$ cat config.mk
export PLATFORM = sky130hd
export DESIGN_NAME = eik_isqrt
export DESIGN_NICKNAME = d
export VERILOG_FILES = /design/src/rtl/assert_macros.svh /design/src/rtl/eik_isqrt.sv
export SDC_FILE = /design/constraint.sdc
export NUM_CORES = 2
export LEC_CHECK = 0
export BUFFER_PORTS_ARGS = -buffer_cell sky130_fd_sc_hd__buf_2
export CORE_MARGIN = 3
export CORE_UTILIZATION = 50
export DETAILED_ROUTE_END_ITERATION = 16
export PLACE_DENSITY = 0.65
export SYNTH_ARGS = -nofsm -noshare
export SYNTH_HDL_FRONTEND = slang
export SYNTH_SLANG_ARGS = --single-unit
$ cat constraint.sdc
create_clock -name clock -period 13.2 [get_ports clock]
set_clock_uncertainty 0.2 [all_clocks]
set_input_delay 3.3 -clock clock [delete_from_list [all_inputs] [get_ports clock]]
set_output_delay 3.3 -clock clock [all_outputs]
set_load 0.01 [all_outputs]
$ cat src/rtl/assert_macros.svh
// Assertion macros shared by the eikonal update block.
`ifndef ASSERT_MACROS_SVH
`define ASSERT_MACROS_SVH
`ifndef NO_ASSERTIONS
`define ASSERT_CLK(label, clk, rst, prop) \
   label: assert property (@(posedge clk) disable iff (rst) prop) else $error("%m failed");
`define ASSERT_NORST(label, clk, prop) \
   label: assert property (@(posedge clk) prop) else $error("%m failed");
`else
`define ASSERT_CLK(label, clk, rst, prop)
`define ASSERT_NORST(label, clk, prop)
`endif
`endif

$ cat src/rtl/eik_isqrt.sv
// Pipelined integer square root, rounded down, two result bits per stage.
module eik_isqrt #(
   parameter int IN_BITS = 68
) (
   input  logic                 clock,
   input  logic                 advance,
   input  logic [IN_BITS-1:0]   radicand,
   output logic [IN_BITS/2-1:0] root
);
   localparam int RB = IN_BITS / 2;
   localparam int STAGES = (RB + 1) / 2;

   logic [IN_BITS-1:0] rem_ff [STAGES];
   logic [RB-1:0]      root_ff [STAGES];
   logic [IN_BITS-1:0] rem_in [STAGES];
   logic [RB-1:0]      root_in [STAGES];

   // Resolve two root bits per stage by restoring trial subtraction.
   for (genvar s = 0; s < STAGES; s++) begin : g_st
      logic [IN_BITS-1:0] rem_cur;
      logic [RB-1:0]      root_cur;
      if (s == 0) begin : g_head
         assign rem_cur = radicand;
         assign root_cur = '0;
      end else begin : g_tail
         assign rem_cur = rem_ff[s-1];
         assign root_cur = root_ff[s-1];
      end
      always_comb begin
         logic [IN_BITS-1:0] r;
         logic [RB-1:0]      q;
         logic [IN_BITS+1:0] trial;
         r = rem_cur;
         q = root_cur;
         trial = '0;
         for (int b = 0; b < 2; b++) begin
            if ((2*s + b) < RB) begin
               trial = ({2'b0, q} << (RB - (2*s+b))) |
                       ({{(IN_BITS+1){1'b0}}, 1'b1} << (2*(RB - 1 - (2*s+b))));
               if ({2'b0, r} >= trial) begin
                  r = r - trial[IN_BITS-1:0];
                  q = q | (RB'(1) << (RB - 1 - (2*s+b)));
               end
            end
         end
         rem_in[s] = r;
         root_in[s] = q;
      end
      always_ff @(posedge clock) begin
         if (advance) begin
            rem_ff[s] <= rem_in[s];
            root_ff[s] <= root_in[s];
         end
      end
   end
   assign root = root_ff[STAGES-1];
endmodule

# Yosys cells after proc, flatten, opt, wreduce, memory -nomap -nowiden
# Memories as Yosys holds them, arrays and structs flattened.
# Cells that the tools add are included.
[classes] add_sub_neg=34 order_cmp=34 mux=70
[op_table] op="$mux W68" count=34
[op_table] op="$ge A68 B35 Y1" count=1
[op_table] op="$ge A68 B36 Y1" count=1
[op_table] op="$ge A68 B37 Y1" count=1
[op_table] op="$ge A68 B38 Y1" count=1
[op_table] op="$ge A68 B39 Y1" count=1
[op_table] op="$ge A68 B40 Y1" count=1
[op_table] op="$ge A68 B41 Y1" count=1
[op_table] op="$ge A68 B42 Y1" count=1
[op_table] op="$ge A68 B43 Y1" count=1
[op_table] op="$ge A68 B44 Y1" count=1
[op_table] op="$ge A68 B45 Y1" count=1
[op_table] op="$ge A68 B46 Y1" count=1
[op_table] op="$ge A68 B47 Y1" count=1
[op_table] op="$ge A68 B48 Y1" count=1
[op_table] op="$ge A68 B49 Y1" count=1
[op_table] op="$ge A68 B50 Y1" count=1
[op_table] op="$ge A68 B51 Y1" count=1
[op_table] op="$ge A68 B52 Y1" count=1
[op_table] op="$ge A68 B53 Y1" count=1
[op_table] op="$ge A68 B54 Y1" count=1
[op_table] op="$ge A68 B55 Y1" count=1
[op_table] op="$ge A68 B56 Y1" count=1
[op_table] op="$ge A68 B57 Y1" count=1
[op_table] op="79 further kinds" count=81
[totals] reg_bits=0 ramBits=1734 input_bits=70 output_inout_bits=34 wordCells=140 memories=2
[mem_list] name="rem_ff" depth=17 word_bits=68 rd=16 rd_clocked_by_memory_dff=0 wr=17 line_no="eik_isqrt.sv:13" text="logic [IN_BITS-1:0] rem_ff [STAGES];"
[mem_list] name="root_ff" depth=17 word_bits=34 rd=17 rd_clocked_by_memory_dff=0 wr=17 line_no="eik_isqrt.sv:14" text="logic [RB-1:0] root_ff [STAGES];"

# Depth between registers and ports, before layout
# An unclocked memory read counts as a cell.
[depth] ltp_word=5 mapped_depth=31 mapped_depth_nobuf=27

# Worst setup path after synthesis
# No wires, ideal clock.
[synth_path] path_kind="flip-flop to flip-flop" start="memory rem_ff[12][34], in the netlist rem_ff[0][850]" end="memory rem_ff[13][67], in the netlist rem_ff[0][951] (data pin)" setup_time_ns=0.263 arrival_time_ns=6.050 required_ns=12.737 setup_slack_ns=6.687 stages_incl_launch_ff=27 path_buffers=6 synth_period_minus_slack_ns=6.513 cell_sequence="edfxtp_1 > ha_1 > clkbuf_1 > nand4_1 > or3_1 > a2111o_1 > a31oi_1 > or3_1 > buf_6 > clkbuf_1 > clkbuf_1 > a21oi_1 > ha_1 > clkbuf_1 > nand4_1 > nor2_1 > and4_1 > and3_1 > mux2i_1 > a31o_1 > a21oi_2 > nor4_1 > and4_1 > buf_6 > or4b_4 > or3_1 > xor2_1"
[synth_lines] element="start, declared" line_no="eik_isqrt.sv:13"

==> out/metrics.yaml <==
cts:
  clock_latency_ns: 0.82
  cts_num_sinks: 1394
  ctsLongestPathBuffers: 3
  cts-htree-levels: 4
  postCtsHoldBufs: 0
  cts_setup_buffers: 0
  cts_resized: 0
  cts_root_buf: "clkbuf_16"
  numCtsBuffers: 158
  cts_tree: "built"
  cts.clk_slew.worst_paths_ns: 0.06
layout:
  drive_gt1_share_pct: 6.46
  fin_cells: 12300
  area_growth_pct: 8.83
  layout.nets: 10400
timing:
  rsz0062_at_grt: "no"
  finalHoldViolations: 0
  setup_ws_ns: 4.28
  slew_violations: 0
  setup_viol: 0
  worst_pin_slew_ns: 1.16
  relSlewSlack_pct: 22.6
  finalCritPeriodShare_pct: 67.6
  period_needed_ns: 8.92
  fin_tns_setup_ns: 0
  fmax_ghz: 0.112
yosys:
  synth_flop_cell: "edfxtp_1"
  synthDominantCellAreaShare_pct: 44.1
  ys_ff_latch: 1394
  avgSynthCellArea_um2: 9.81
  syn-num-nets: 10400
  synthCells: 9679
  async_reset_ff_share_pct: 0
  yosys_warnings: 0
  synth.area.top_cells: "edfxtp_1 (44%), ha_1 (8.5%), xnor2_1 (5.4%), a21oi_1 (3.9%), nor2_1 (3.3%)"
  ys_types: 116
  synth_edf_count: 1394
  synth-seq-area-share_pct: 44.1
  yosysTopAreaCell: "edfxtp_1"
  netlist_area_mm2: 0.0949
critical_path:
  start_kind: "flip-flop"
  arrival_ns: 9.25
  critPathCaptureType: "flip-flop"
  worst_ep_required_time_ns: 13.53
  path_class: "reg2reg"
  path_max_fanout: 45
detailed_routing:
  wirelength_um: 274000
  vias_per_cell: 6.11
  drc: 0
  postRouteAntennaNets: 0
  wl_per_cell_um: 22.2
  drt_first_pass_iters: 8
  drt_iter0_drc: 6936
  vias: 75400
die:
  core_mm2: 0.188
  dieHeight_um: 442
  dieArea_mm2: 0.195
  die_w_um: 442
  rows: 159
  start_util_pct: 50.4
  io_pins: 104
power_and_ir_drop:
  pwr-share-seq_pct: 31.9
  leakage_nw: 39.4
  switchingPower_mw: 8.55
  p_sw_share_pct: 40.6
  p_total_mw: 21.1
  combPwrFrac_pct: 46.7
  ir_drop_mv: 0.155
  power.internal_mw: 12.5
  power.share.clock_pct: 21.3
  p_per_area_mw_per_mm2: 204
hold_path:
  hold_path.class: "reg2reg"
place:
  dp_cells: 12000
  hpwlAfterDp_um: 216000
  pre_cts_slack_ns: 4.36
  io_buffers: 103
  gp_congestion: 0.951
global_route:
  grt_overflow: 0
  grt_max_degree: 223
  track_usage_pct: 27.0
  antenna_found_initial: 4
  grt_pass1_wl_um: 419000
  grt_pass1_vias: 72000
run_status:
  status: "complete, no violations"
flow_run:
  maxCapViolations: 0
power groups by stage:
stage                     clock [mW]  combinational [mW]  sequential (mW)
after floorplan                    0                7.46             6.42
final                           4.49                9.84             6.72
after global routing            4.76                10.9             6.79
after CTS                       4.59                9.73             6.72
after global placement             0                9.58             6.79
after detailed placement           0                9.65             6.80
cell families (layout without fill, tap and decap cells):
group,after synthesis,count (layout),synth area share [%]
and+or+nand+nor,3467,3467,18.6
other,0,1,0
muxes,105,105,1.22
AOI/OAI and AO/OA,2312,2312,15.6
adders and majority gates,643,643,8.48
buffers and inverters,818,980,3.34
DFF,1394,1394,44.1
xor gates and xnor gates,940,940,8.71
stage by stage:
stage	hold slack (ns)	util [%]	cell area [um^2]
after floorplan	0.217	-	94900
after global placement	0.227	52.0	97900
after detailed placement	0.230	52.0	97900
after CTS	0.238	54.9	103000
after global routing	0.246	54.9	103000
final	0.233	54.9	103000
sequential cells by signal, summed over array words and instances, names as in the netlist:
name / count
rem_ff: 1088
root_ff: 306
worst max-delay path, stage by stage (launching register included):
cell,delay [ns]
edfxtp_1,0.46
inv_1,0.11
ha_1,0.41
nand4_1,0.20
nor2b_1,0.46
nand2_1,0.10
a311o_1,0.39
a21boi_1,0.81
or2_2,0.23
buf_4,0.47
inv_2,0.36
o21ai_0,0.37
ha_1,0.35
and3_1,0.21
nand2_1,0.14
a21oi_1,0.06
a211oi_1,0.31
o21a_1,0.16
o21ai_0,0.10
o2bb2ai_1,0.15
a311oi_1,0.64
nand4b_1,0.24
a311oi_1,0.23
and3_1,0.18
buf_4,0.37
inv_2,0.43
mux2_2,0.43
synthesized netlist by cell type, types with 94 or more instances:
master    number
nor2_1       839
xnor2_1      580
nand3_1      241
a21o_1       294
o21a_1        99
a21oi_1      741
o21ai_0      474
or3_1        108
clkbuf_1     196
nor2b_1       94
nor4_1       271
edfxtp_1    1394
inv_1        523
nand4_1      232
xor2_1       358
nand2_1      823
ha_1         643
nor3_1       252
cells in the final DEF, fill, tap and decap left out, types with 73 or more instances in the layout:
master and instances:
a21o_1 294, a21oi_1 741, and3_1 87, buf_2 102, clkbuf_16 158, edfxtp_1 1394, ha_1 643, inv_1 523
mux2_2 73, nand2_1 823, nand2b_1 92, nand3_1 241, nand4_1 232, nor2_1 839, nor2b_1 94, nor3_1 252
nor4_1 268, o21a_1 99, o21ai_0 473, o21bai_1 75, o31ai_1 82, or3_1 108, or4_1 74, xnor2_1 580
xor2_1 358
area by class of cell:
class | count | area, um^2
well taps | 2495 | 3120
inverters | 536 | 2020
fillers | 16800 | 84900
clock buffers | 179 | 4030
clock inverters | 110 | 1320
multi-input cells | 7467 | 50000
diodes | 1 | 2.50
flip-flops and latches | 1394 | 41900
repair buffers | 155 | 993
worst paths after layout:
check,from,end,slack [ns],cells after the start
setup / recovery,root_ff[2][134]$_DFFE_PP_,rem_ff[0][849]$_DFFE_PP_,4.28,26
setup reg to reg,root_ff[2][134]$_DFFE_PP_,rem_ff[0][849]$_DFFE_PP_,4.28,26
hold / removal,root_ff[3][72]$_DFFE_PP_,root_ff[3][106]$_DFFE_PP_,0.23,0
hold reg to reg,root_ff[3][72]$_DFFE_PP_,root_ff[3][106]$_DFFE_PP_,0.23,0
metal layers:
layer  up-vias  global-route usage [%]  part of all wire (%)
li1      36200                       -                     -
met1     36500                    36.7                    44
met2      2292                    45.5                    48
met3       375                    3.48                   5.5
met4         0                    7.64                   2.7
met5         -                       0                     0
(Power assumes the default switching activity.)
